File: src/sv/phmt_pkg.sv
// shared types, constants and register indexes for the press hold minimum tracker
`default_nettype none

package phmt_pkg;

    localparam int SampleWidth  = 13;
    localparam int ReadingWidth = 10;
    localparam int CountWidth   = 8;
    localparam int CfgIdxWidth  = 2;

    // divide by ten as multiply by reciprocal, exact for 13 bit inputs
    localparam int             Div10Shift = 19;
    localparam logic [15:0]    Div10Mult  = 16'd52429;

    localparam logic [CountWidth-1:0]   LenTop       = 8'd240;
    localparam logic [CountWidth-1:0]   LenWrap      = 8'd201;
    localparam logic [CountWidth-1:0]   GapTop       = 8'd255;
    localparam logic [ReadingWidth-1:0] NoValue      = 10'd1023;
    localparam logic [2:0]              LiveEvery    = 3'd0;

    localparam logic [CountWidth-1:0]   SettleReset   = 8'd10;
    localparam logic [CountWidth-1:0]   ShortMaxReset = 8'd10;
    localparam logic [CountWidth-1:0]   GapMaxReset   = 8'd8;

    typedef enum logic [CfgIdxWidth-1:0] {
        CFG_SETTLE_TICKS    = 2'd0,
        CFG_SHORT_PRESS_MAX = 2'd1,
        CFG_DOUBLE_GAP_MAX  = 2'd2
    } cfg_index_t;

    typedef struct packed {
        logic                   key_pressed;
        logic [SampleWidth-1:0] sample_mv;
    } in_item_t;

    typedef struct packed {
        logic                    live_valid;
        logic [ReadingWidth-1:0] live_value;
        logic                    hold_update;
        logic                    hold_valid;
        logic [ReadingWidth-1:0] hold_value;
        logic                    finished;
    } out_item_t;

    typedef struct packed {
        logic [CountWidth-1:0] settle_ticks;
        logic [CountWidth-1:0] short_press_max;
        logic [CountWidth-1:0] double_gap_max;
    } cfg_t;

endpackage

`default_nettype wire

File: src/sv/phmt_div10.sv
// millivolt sample to 0.01 volt reading, by reciprocal multiply
`default_nettype none

module phmt_div10 (
    input  wire logic [phmt_pkg::SampleWidth-1:0]  sample_mv,
    output logic      [phmt_pkg::ReadingWidth-1:0] reading
);

    localparam int ProdWidth = phmt_pkg::SampleWidth + 16;

    logic [ProdWidth-1:0] product;

    assign product = ProdWidth'(sample_mv) * ProdWidth'(phmt_pkg::Div10Mult);
    assign reading = product[phmt_pkg::Div10Shift +: phmt_pkg::ReadingWidth];

endmodule

`default_nettype wire

File: src/sv/phmt_track.sv
// press, gap and minimum tracking state with the per-tick result logic
`default_nettype none

module phmt_track (
    input  wire logic                aclk,
    input  wire logic                aresetn,
    input  wire logic                advance,
    input  wire phmt_pkg::in_item_t  item,
    input  wire phmt_pkg::cfg_t      cfg,
    output phmt_pkg::out_item_t      result
);

    logic [phmt_pkg::CountWidth-1:0]   press_length_reg, press_length_next;
    logic [phmt_pkg::CountWidth-1:0]   gap_length_reg, gap_length_next;
    logic [phmt_pkg::ReadingWidth-1:0] minimum_reg, minimum_next;
    logic                              short_seen_reg, short_seen_next;
    logic                              done_reg, done_next;

    logic [phmt_pkg::ReadingWidth-1:0] reading;
    logic [phmt_pkg::CountWidth-1:0]   gap_inc;
    logic [phmt_pkg::CountWidth-1:0]   press_inc;

    phmt_div10 u_div10 (
        .sample_mv (item.sample_mv),
        .reading   (reading)
    );

    assign gap_inc   = (gap_length_reg == phmt_pkg::GapTop) ? gap_length_reg
                                                             : gap_length_reg + 8'd1;
    assign press_inc = (press_length_reg == phmt_pkg::LenTop) ? phmt_pkg::LenWrap
                                                               : press_length_reg + 8'd1;

    always_comb begin
        press_length_next = press_length_reg;
        gap_length_next   = gap_length_reg;
        minimum_next      = minimum_reg;
        short_seen_next   = short_seen_reg;
        done_next         = done_reg;
        result            = '0;

        if (!done_reg) begin
            if (item.key_pressed) begin
                if (press_length_reg[2:0] == phmt_pkg::LiveEvery) begin
                    result.live_valid = 1'b1;
                    result.live_value = reading;
                end
                if (press_length_reg == '0) begin
                    gap_length_next = gap_inc;
                    minimum_next    = phmt_pkg::NoValue;
                end else if (press_length_reg >= cfg.settle_ticks) begin
                    if (reading < minimum_reg) begin
                        minimum_next = reading;
                    end
                end
                press_length_next = press_inc;
            end else if (press_length_reg != '0) begin
                if (short_seen_reg) begin
                    if (gap_length_reg <= cfg.double_gap_max) begin
                        done_next = 1'b1;
                    end else begin
                        short_seen_next = 1'b0;
                    end
                end else if (press_length_reg <= cfg.short_press_max) begin
                    short_seen_next = 1'b1;
                end
                result.hold_update = 1'b1;
                if (minimum_reg != phmt_pkg::NoValue) begin
                    result.hold_valid = 1'b1;
                    result.hold_value = minimum_reg;
                end
                press_length_next = '0;
                gap_length_next   = '0;
            end else begin
                gap_length_next = gap_inc;
            end
        end

        result.finished = done_next;
    end

    always_ff @(posedge aclk) begin
        if (!aresetn) begin
            press_length_reg <= '0;
            gap_length_reg   <= '0;
            minimum_reg      <= phmt_pkg::NoValue;
            short_seen_reg   <= 1'b0;
            done_reg         <= 1'b0;
        end else if (advance) begin
            press_length_reg <= press_length_next;
            gap_length_reg   <= gap_length_next;
            minimum_reg      <= minimum_next;
            short_seen_reg   <= short_seen_next;
            done_reg         <= done_next;
        end
    end

    // a finished session never reopens
    a_done_sticky: assert property (@(posedge aclk) disable iff (!aresetn)
        done_reg |=> done_reg)
        else $error("session done flag cleared");

    // press length never runs past its top value
    a_press_range: assert property (@(posedge aclk) disable iff (!aresetn)
        press_length_reg <= phmt_pkg::LenTop)
        else $error("press length out of range");

    // a processed release clears both counters
    a_release_clears: assert property (@(posedge aclk) disable iff (!aresetn)
        advance && result.hold_update |=> press_length_reg == '0 && gap_length_reg == '0)
        else $error("release did not clear counters");

    // state is frozen once the session is done
    a_frozen: assert property (@(posedge aclk) disable iff (!aresetn)
        done_reg |=> $stable(press_length_reg) && $stable(minimum_reg))
        else $error("state moved after session end");

endmodule

`default_nettype wire

File: src/sv/press_hold_minimum_tracker.sv
// top level: config registers, input register, tracker and result register
`default_nettype none

// Press hold minimum tracker. Each request carries one tick: the button level
// and a divider voltage in mV. Every request yields exactly one result request
// with the live reading (0.01 V, shown every eighth pressed tick), the held
// minimum on the tick a release is processed, and the finished flag once a
// short press followed by a quick second press ends the session. The block
// takes one request per cycle while the result register is not stalled: the
// input register feeds the tracking logic (a 13x16 reciprocal multiply plus
// the counter compares), whose outcome lands in the result register when the
// item advances. The only stall is back-pressure from m_ready. The three
// configuration registers (settle ticks, short press maximum, double press
// gap) are written through cfg_wr_en/cfg_index/cfg_wdata and should only be
// changed while no request is in flight; an index past the last is ignored.
module press_hold_minimum_tracker (
    input  wire logic                               aclk,
    input  wire logic                               aresetn,

    input  wire logic                               s_valid,
    output logic                                    s_ready,
    input  wire phmt_pkg::in_item_t                 s_data,

    output logic                                    m_valid,
    input  wire logic                               m_ready,
    output phmt_pkg::out_item_t                     m_data,

    input  wire logic                               cfg_wr_en,
    input  wire logic [phmt_pkg::CfgIdxWidth-1:0]   cfg_index,
    input  wire logic [phmt_pkg::CountWidth-1:0]    cfg_wdata
);

    // configuration
    phmt_pkg::cfg_t cfg_reg;

    // input stage
    logic               in_valid_reg;
    phmt_pkg::in_item_t in_data_reg;

    // result stage
    logic                out_valid_reg;
    phmt_pkg::out_item_t out_data_reg;
    phmt_pkg::out_item_t result;

    // the held item moves on when the result register is free or being drained
    logic advance;

    assign advance = in_valid_reg && (!out_valid_reg || m_ready);
    assign s_ready = !in_valid_reg || advance;
    assign m_valid = out_valid_reg;
    assign m_data  = out_data_reg;

    // config writes, out of range index dropped
    always_ff @(posedge aclk) begin
        if (!aresetn) begin
            cfg_reg.settle_ticks    <= phmt_pkg::SettleReset;
            cfg_reg.short_press_max <= phmt_pkg::ShortMaxReset;
            cfg_reg.double_gap_max  <= phmt_pkg::GapMaxReset;
        end else if (cfg_wr_en) begin
            case (cfg_index)
                phmt_pkg::CFG_SETTLE_TICKS:    cfg_reg.settle_ticks    <= cfg_wdata;
                phmt_pkg::CFG_SHORT_PRESS_MAX: cfg_reg.short_press_max <= cfg_wdata;
                phmt_pkg::CFG_DOUBLE_GAP_MAX:  cfg_reg.double_gap_max  <= cfg_wdata;
                default: ;
            endcase
        end
    end

    // input register, reloads whenever it empties or passes its item on
    always_ff @(posedge aclk) begin
        if (!aresetn) begin
            in_valid_reg <= 1'b0;
        end else if (s_ready) begin
            in_valid_reg <= s_valid;
        end
    end

    always_ff @(posedge aclk) begin
        if (s_ready && s_valid) begin
            in_data_reg <= s_data;
        end
    end

    phmt_track u_track (
        .aclk    (aclk),
        .aresetn (aresetn),
        .advance (advance),
        .item    (in_data_reg),
        .cfg     (cfg_reg),
        .result  (result)
    );

    // result register
    always_ff @(posedge aclk) begin
        if (!aresetn) begin
            out_valid_reg <= 1'b0;
        end else if (advance) begin
            out_valid_reg <= 1'b1;
        end else if (m_ready) begin
            out_valid_reg <= 1'b0;
        end
    end

    always_ff @(posedge aclk) begin
        if (advance) begin
            out_data_reg <= result;
        end
    end

    // every tick request that advances yields a result request
    a_out_needs_in: assert property (@(posedge aclk) disable iff (!aresetn)
        advance |=> out_valid_reg)
        else $error("advanced item lost");

    // the input stage only empties by moving into the result register
    a_in_drain: assert property (@(posedge aclk) disable iff (!aresetn)
        in_valid_reg && !advance |=> in_valid_reg && $stable(in_data_reg))
        else $error("held tick request dropped");

    // a stalled result register keeps the tracker from advancing
    a_stall_blocks: assert property (@(posedge aclk) disable iff (!aresetn)
        out_valid_reg && !m_ready |-> !advance)
        else $error("result overwritten under back-pressure");

endmodule

`default_nettype wire
File: config.mk
export PLATFORM = sky130hd
export DESIGN_NAME = press_hold_minimum_tracker
export DESIGN_NICKNAME = d
export VERILOG_FILES = /design/src/sv/phmt_pkg.sv /design/src/sv/phmt_div10.sv /design/src/sv/phmt_track.sv /design/src/sv/press_hold_minimum_tracker.sv
export SDC_FILE = /design/constraint.sdc
export NUM_CORES = 1
export LEC_CHECK = 0
export BUFFER_PORTS_ARGS = -buffer_cell sky130_fd_sc_hd__buf_2
export CAP_MARGIN = 25
export CORE_ASPECT_RATIO = 0.75
export CORE_MARGIN = 5
export CORE_UTILIZATION = 50
export DETAILED_ROUTE_END_ITERATION = 7
export GPL_TIMING_DRIVEN = 0
export MAX_ROUTING_LAYER = met4
export PLACE_DENSITY = 0.72
export SLEW_MARGIN = 20
export SYNTH_ARGS = -nofsm -noshare
export SYNTH_HDL_FRONTEND = slang
export SYNTH_SLANG_ARGS = --single-unit
File: constraint.sdc
create_clock -name aclk -period 5.9 [get_ports aclk]
set_input_delay 1.18 -clock aclk [delete_from_list [all_inputs] [get_ports aclk]]
set_output_delay 1.18 -clock aclk [all_outputs]
set_load 0.05 [all_outputs]
==> results of run 1 <==
logic make-up after synthesis:
kind of cell    after synthesis
xor+xnor                     13
flops                        92
compound gates              126
fa+ha+maj                   166
mux                          18
simple gates                196
buf+inv                     164
metal layers:
metal	global-route usage, %	part of all wire (%)	up-vias
met1	31.4	52	2641
met2	28.6	41	174
li1	-	-	2806
met3	4.42	6.3	13
met5	-	0	-
met4	3.56	0.86	0
layout make-up:
cell class | instances | area (µm²)
Inverter | 150 | 563
Timing Repair Buffer | 86 | 538
Fill cell | 1229 | 5610
Clock inverter | 5 | 61.3
Multi-Input combinational cell | 519 | 5000
Clock buffer | 11 | 243
Tap cell | 200 | 250
Buffer | 14 | 63.8
Sequential cell | 92 | 2220
through the flow:
| stage | utilization [%] | std cells | hold WS [ns] |
|---|---|---|---|
| detailed placement | 55.9 | 1028 | 0.486 |
| floorplan | - | 775 | 0.459 |
| CTS | 59.8 | 1065 | 0.504 |
| global route | 61.5 | 1077 | 0.525 |
| global placement | 55.8 | 1028 | 0.481 |
| finish | 61.5 | 1077 | 0.506 |
cells in the mapped netlist (2+ instances only):
cell type / n / area (µm²)
sky130_fd_sc_hd__inv_1: 150 / 563
sky130_fd_sc_hd__clkbuf_1: 13 / 48.8
sky130_fd_sc_hd__and4_1: 2 / 17.5
sky130_fd_sc_hd__nand3_1: 10 / 50.1
sky130_fd_sc_hd__nor2b_1: 33 / 206
sky130_fd_sc_hd__a21boi_1: 6 / 45.0
sky130_fd_sc_hd__o21ai_0: 27 / 135
sky130_fd_sc_hd__and3_1: 6 / 37.5
sky130_fd_sc_hd__ha_1: 118 / 1480
sky130_fd_sc_hd__o21bai_1: 2 / 15.0
sky130_fd_sc_hd__dfxtp_1: 54 / 1080
sky130_fd_sc_hd__xnor2_1: 9 / 78.8
sky130_fd_sc_hd__or2_2: 2 / 12.5
sky130_fd_sc_hd__nand4_1: 13 / 81.3
sky130_fd_sc_hd__nand4b_1: 2 / 17.5
sky130_fd_sc_hd__edfxtp_1: 38 / 1140
sky130_fd_sc_hd__o21a_1: 7 / 52.6
sky130_fd_sc_hd__a21oi_1: 35 / 175
sky130_fd_sc_hd__fa_1: 48 / 961
sky130_fd_sc_hd__a211o_1: 4 / 35.0
sky130_fd_sc_hd__a31oi_1: 5 / 31.3
sky130_fd_sc_hd__o31ai_1: 2 / 15.0
sky130_fd_sc_hd__o21ai_1: 7 / 35.0
sky130_fd_sc_hd__nand3b_1: 4 / 30.0
sky130_fd_sc_hd__mux2i_1: 18 / 180
sky130_fd_sc_hd__nor2_1: 37 / 139
sky130_fd_sc_hd__xor2_1: 4 / 35.0
sky130_fd_sc_hd__a32oi_1: 3 / 26.3
sky130_fd_sc_hd__a211oi_1: 4 / 30.0
sky130_fd_sc_hd__and2_1: 22 / 138
sky130_fd_sc_hd__nand2_1: 40 / 150
sky130_fd_sc_hd__a21o_1: 6 / 45.0
sky130_fd_sc_hd__nand2b_1: 4 / 25.0
sky130_fd_sc_hd__nor3b_1: 4 / 30.0
sky130_fd_sc_hd__nor4_1: 3 / 18.8
sky130_fd_sc_hd__o211ai_1: 3 / 22.5
sky130_fd_sc_hd__o31a_1: 2 / 17.5
sky130_fd_sc_hd__nor3_1: 10 / 50.1
power by group:
group / internal, mW / switching [mW] / leakage [nW]
Sequential: 0.716 / 0.0180 / 0.804
Combinational: 1.10 / 1.40 / 3.32
Clock: 0.342 / 0.246 / 0.138
Total: 2.16 / 1.66 / 4.26
what timing repair did:
| action | CTS | global route |
|---|---|---|
| endpoints found under the setup margin | 10 | 10 |
| gates resized for setup | 18 | 34 |
| pin swaps | 25 | 38 |
| buffers inserted | 21 | 11 |
| cloned | 0 | 1 |
final timing paths:
kind         depth (start not counted)  slack, ns                endpoint              startpoint
min                                  2       0.51  u_track.minimum_reg[5]  u_track.minimum_reg[5]
min reg2reg                          2       0.51  u_track.minimum_reg[5]  u_track.minimum_reg[5]
max                                 26      -0.61  u_track.minimum_reg[7]          in_data_reg[5]
max reg2reg                         26      -0.61  u_track.minimum_reg[7]          in_data_reg[5]
critical path, stage by stage, from the launching register on:
cell	delay, ns
sky130_fd_sc_hd__edfxtp_1	0.47
sky130_fd_sc_hd__inv_2	0.11
sky130_fd_sc_hd__ha_4	0.21
sky130_fd_sc_hd__fa_1	0.52
sky130_fd_sc_hd__inv_2	0.06
sky130_fd_sc_hd__fa_2	0.55
sky130_fd_sc_hd__inv_2	0.05
sky130_fd_sc_hd__fa_2	0.56
sky130_fd_sc_hd__inv_2	0.05
sky130_fd_sc_hd__ha_4	0.16
sky130_fd_sc_hd__ha_4	0.24
sky130_fd_sc_hd__a21o_1	0.20
sky130_fd_sc_hd__a211o_4	0.35
sky130_fd_sc_hd__a2111oi_4	0.31
sky130_fd_sc_hd__a211oi_2	0.15
sky130_fd_sc_hd__o41ai_2	0.39
sky130_fd_sc_hd__o21bai_1	0.16
sky130_fd_sc_hd__xnor2_2	0.29
sky130_fd_sc_hd__inv_2	0.08
sky130_fd_sc_hd__ha_4	0.26
sky130_fd_sc_hd__a21oi_4	0.14
sky130_fd_sc_hd__o21ai_2	0.08
sky130_fd_sc_hd__a211oi_2	0.19
sky130_fd_sc_hd__a31oi_1	0.11
sky130_fd_sc_hd__a41o_2	0.31
sky130_fd_sc_hd__buf_6	0.14
sky130_fd_sc_hd__o31a_1	0.27
==> results.tsv, run 1 <==
metric	value	unit
setup slack after layout	-0.605	ns
CTS HTree Levels	3	
pin count of the biggest net entering global routing	26	
all-layer global routing usage	20.7	%
half-perimeter wire length after placement	13.2	mm
clock slew at the register clock pins of the worst setup and hold paths	0.07	ns
power density relative to cell area	427	nW/µm²
Setup Viol. Count Final	10	
post-synthesis sequential area ratio	29.9	%
latest clock arrival within the worst-skew pair	0.34	ns
Antenna Violating Nets Remaining	0	
post-synth net total	970	
chip height	116	µm
TritonRoute pass-1 iters	7	
adder and majority cell fraction of the synthesized area	32.8	%
static power due to leakage	4.26	nW
clock tree root driver cell	sky130_fd_sc_hd__clkbuf_16	
clock sink count	92	
synthesized cell area	7440	µm²
Clock Path Buffers	2	
die area	17400	µm²
number of global-route vias before repair	5533	
worst min path class	register to register	
via/cell ratio	5.23	
Placement Cell Area	8130	µm²
XOR/XNOR share of the synthesized area	1.53	%
failing checks	negative setup slack	
Layout area overhead	20.2	%
Starting Density	51.1	%
most common library cell in the layout ignoring fill and taps	sky130_fd_sc_hd__inv_1	
PnR Total Power	3.82	mW
data arrival at the endpoint of the critical path	6.74	ns
post-route setup TNS	-5.71	ns
count of buffers from port buffering	53	
number of antenna violations at the first check in global routing	0	
number of DRC violations after detailed-routing iteration 0	313	
unrepaired setup endpoints after global routing	true	
top-level port count	55	
aggregate global routing overflow	0	
startpoint-to-endpoint class of the critical path	register to register	
Detailed Route WL	17.2	mm
actual transition at the worst max-transition pin	0.938	ns
post-synthesis simple-gate area fraction	13.9	%
number of instances in the synthesized netlist	775	
Num CTS Buffers	9	
async set-reset flop share out of synthesis	0	%
run status	complete, but fails checks	
TritonCTS clock tree	built	
first-pass GRT wire length	27.6	mm
antenna fix cells	0	
average wire per cell in the routed design	16.0	µm
Via Count	5634	
final hold viol count	0	
top achievable clock speed	154	MHz
final RePlAce weighted congestion	0.896	
Post-Synthesis Mean Instance Area	9.60	µm²
final-report max-slew violation count	0	
core box area	14500	µm²
number of synthesis warnings	0	
Post-synth EDFFs	38	
flops & latches, synth	92	
count of maximum capacitance violations	0	
x dimension of the die	151	µm
most frequent cells in the layout	sky130_fd_sc_hd__inv_1 (135), sky130_fd_sc_hd__ha_1 (101), sky130_fd_sc_hd__dfxtp_1 (54)	
DRC violation count after routing	0	
element type at the critical path end	register	
worst IR drop on VDD	0.000210	V
layout cells sized above 1	19.7	%
pre-CTS WS	-0.826	ns
Post-CTS Hold Fix Bufs	0	
mux cell area share after synthesis	2.42	%
critical path data required time	6.13	ns
final period utilization	110	%
min cycle time layout	6.51	ns
fraction of the mapped netlist area in compound gates	11.2	%
final worst clock skew	0.00488	ns
launching element type of the critical path	register	
combinational family with the most area after synthesis	adder cells	
# nets final	1067	
maximum fanout count along the critical path	4	
total non-filler cell area in the finished layout	8940	µm²
Post-synth top flop	sky130_fd_sc_hd__dfxtp_1	
site row count	38	
Yosys cell types	56	
worst max-slew margin expressed relative to the limit	37.4	%
Power figures use the tool's default switching activity.
==> run 2, diff against run 1 <==
PLACE_DENSITY = 0.69   (was 0.72)
clock period = 7.44 ns   (was 5.9 ns; I/O delays follow)
==> results.tsv, run 2 (same netlist as run 1, synthesis figures left out) <==
metric	value	unit
run status	finished, final reports clean	
TritonRoute pass-1 iters	5	
worst max-slew margin expressed relative to the limit	43.8	%
average wire per cell in the routed design	14.9	µm
count of maximum capacitance violations	0	
clock tree root driver cell	sky130_fd_sc_hd__clkbuf_16	
x dimension of the die	151	µm
utilization after layout	57.1	%
final RePlAce weighted congestion	0.890	
worst min-delay path endpoint	u_track.minimum_reg[5]	
chip height	116	µm
reg-to-reg slack, setup	0.44	ns
# nets final	1036	
number of instances in the placed design	1028	
crit path max-delay cell type	sky130_fd_sc_hd__fa_1	
antenna fix cells	0	
element type at the critical path end	register	
reg-to-reg critical path startpoint	in_data_reg[11]	
Num CTS Buffers	9	
Via Count	5386	
Cell Count, Final, Fillers Out	1046	
Antenna Violating Nets Remaining	0	
first element of the critical path	in_data_reg[11]	
setup slack after layout	0.437	ns
clock sink count	92	
maximum fanout count along the critical path	10	
worst IR drop on VDD	0.000163	V
FF-to-FF End	u_track.minimum_reg[9]	
top-level port count	55	
number of DRC violations after detailed-routing iteration 0	409	
most prevalent standard cell on the critical path	sky130_fd_sc_hd__fa_1	
Worst R2R Path Depth	25	
core box area	14500	µm²
most frequent cells in the layout	sky130_fd_sc_hd__inv_1 (150), sky130_fd_sc_hd__ha_1 (118), sky130_fd_sc_hd__dfxtp_1 (54)	
final worst clock skew	0.00442	ns
layout cells sized above 1	9.69	%
count of buffers from port buffering	53	
min cycle time layout	7.00	ns
all-layer global routing usage	19.3	%
worst min path class	register to register	
top achievable clock speed	143	MHz
clock slew at the register clock pins of the worst setup and hold paths	0.07	ns
Clock Path Buffers	2	
number of antenna violations at the first check in global routing	0	
Setup Viol. Count Final	0	
pin count of the biggest net entering global routing	26	
most common library cell in the layout ignoring fill and taps	sky130_fd_sc_hd__inv_1	
FILL cells	1324	
Layout area overhead	11.8	%
power density relative to cell area	315	nW/µm²
slowest cell delay on critical path	0.67	ns
aggregate global routing overflow	0	
Hold Path Depth	2	
die area	17400	µm²
pre-CTS WS	0.293	ns
number of global-route vias before repair	5115	
Detailed Route WL	15.5	mm
DRC violation count after routing	0	
actual transition at the worst max-transition pin	0.841	ns
PnR Total Power	2.62	mW
critical path data required time	7.64	ns
latest clock arrival within the worst-skew pair	0.35	ns
CTS HTree Levels	3	
TritonCTS clock tree	built	
via/cell ratio	5.15	
static power due to leakage	4.10	nW
final-report max-slew violation count	0	
launching element type of the critical path	register	
site row count	38	
data arrival at the endpoint of the critical path	7.20	ns
first-pass GRT wire length	25.8	mm
startpoint-to-endpoint class of the critical path	register to register	
final hold viol count	0	
half-perimeter wire length after placement	12.9	mm
beginning of the worst hold path	u_track.minimum_reg[5]	
final period utilization	94.1	%
Starting Density	51.1	%
-- run 2: layout make-up --
class	count	area [µm²]	area share (%)
Clock inverter	4	53.8	0.647
Timing Repair Buffer	55	280	3.37
Sequential cell	92	2220	26.7
Buffer	14	56.3	0.677
Multi-Input combinational cell	519	4620	55.6
Inverter	150	563	6.77
Clock buffer	12	268	3.22
Tap cell	200	250	3.01
-- run 2: report_power, final --
| part | switching (mW) | internal [mW] |
|---|---|---|
| clock | 0.197 | 0.291 |
| combinational | 0.935 | 0.612 |
| sequential | 0.0142 | 0.568 |
-- run 2: worst max path at each step --
stage                                   to
CTS                 u_track.minimum_reg[6]
detailed placement  u_track.minimum_reg[6]
global route        u_track.minimum_reg[6]
global placement    u_track.minimum_reg[6]
finish              u_track.minimum_reg[9]
floorplan           u_track.minimum_reg[6]
-- run 2: through the flow --
step           setup TNS [ns]  cell area, µm²  hold WS (ns)
3_3_place_gp                0            7960         0.482
3_5_place_dp                0            7960         0.478
4_1_cts                     0            8280         0.494
5_1_grt               -0.0625            8310         0.523
2_1_floorplan               0            7440         0.459
6_report                    0            8310         0.497
-- run 2: layer usage --
metal	global-route usage, %	part of all wire [%]
met1	30.7	55
met2	25.1	38
met3	4.03	6.5
met4	3.62	0.82
met5	-	0
-- run 2: critical path, delay by kind of cell, from the launching register on --
family,cells,cell delay (ns)
flip-flops,1,0.43
AND/OR/NAND/NOR,3,0.55
adder cells (fa/ha/maj),7,3.15
AO/OA/AOI/OAI,10,2.12
XOR/XNOR,1,0.22
buffers and inverters,4,0.37
-- run 2: what timing repair did --
item | in CTS | in global routing
hold buffers | 0 | 0
setup buffers | 0 | 2
endpoints found under the setup margin | 0 | 10
resized for setup | 0 | 3
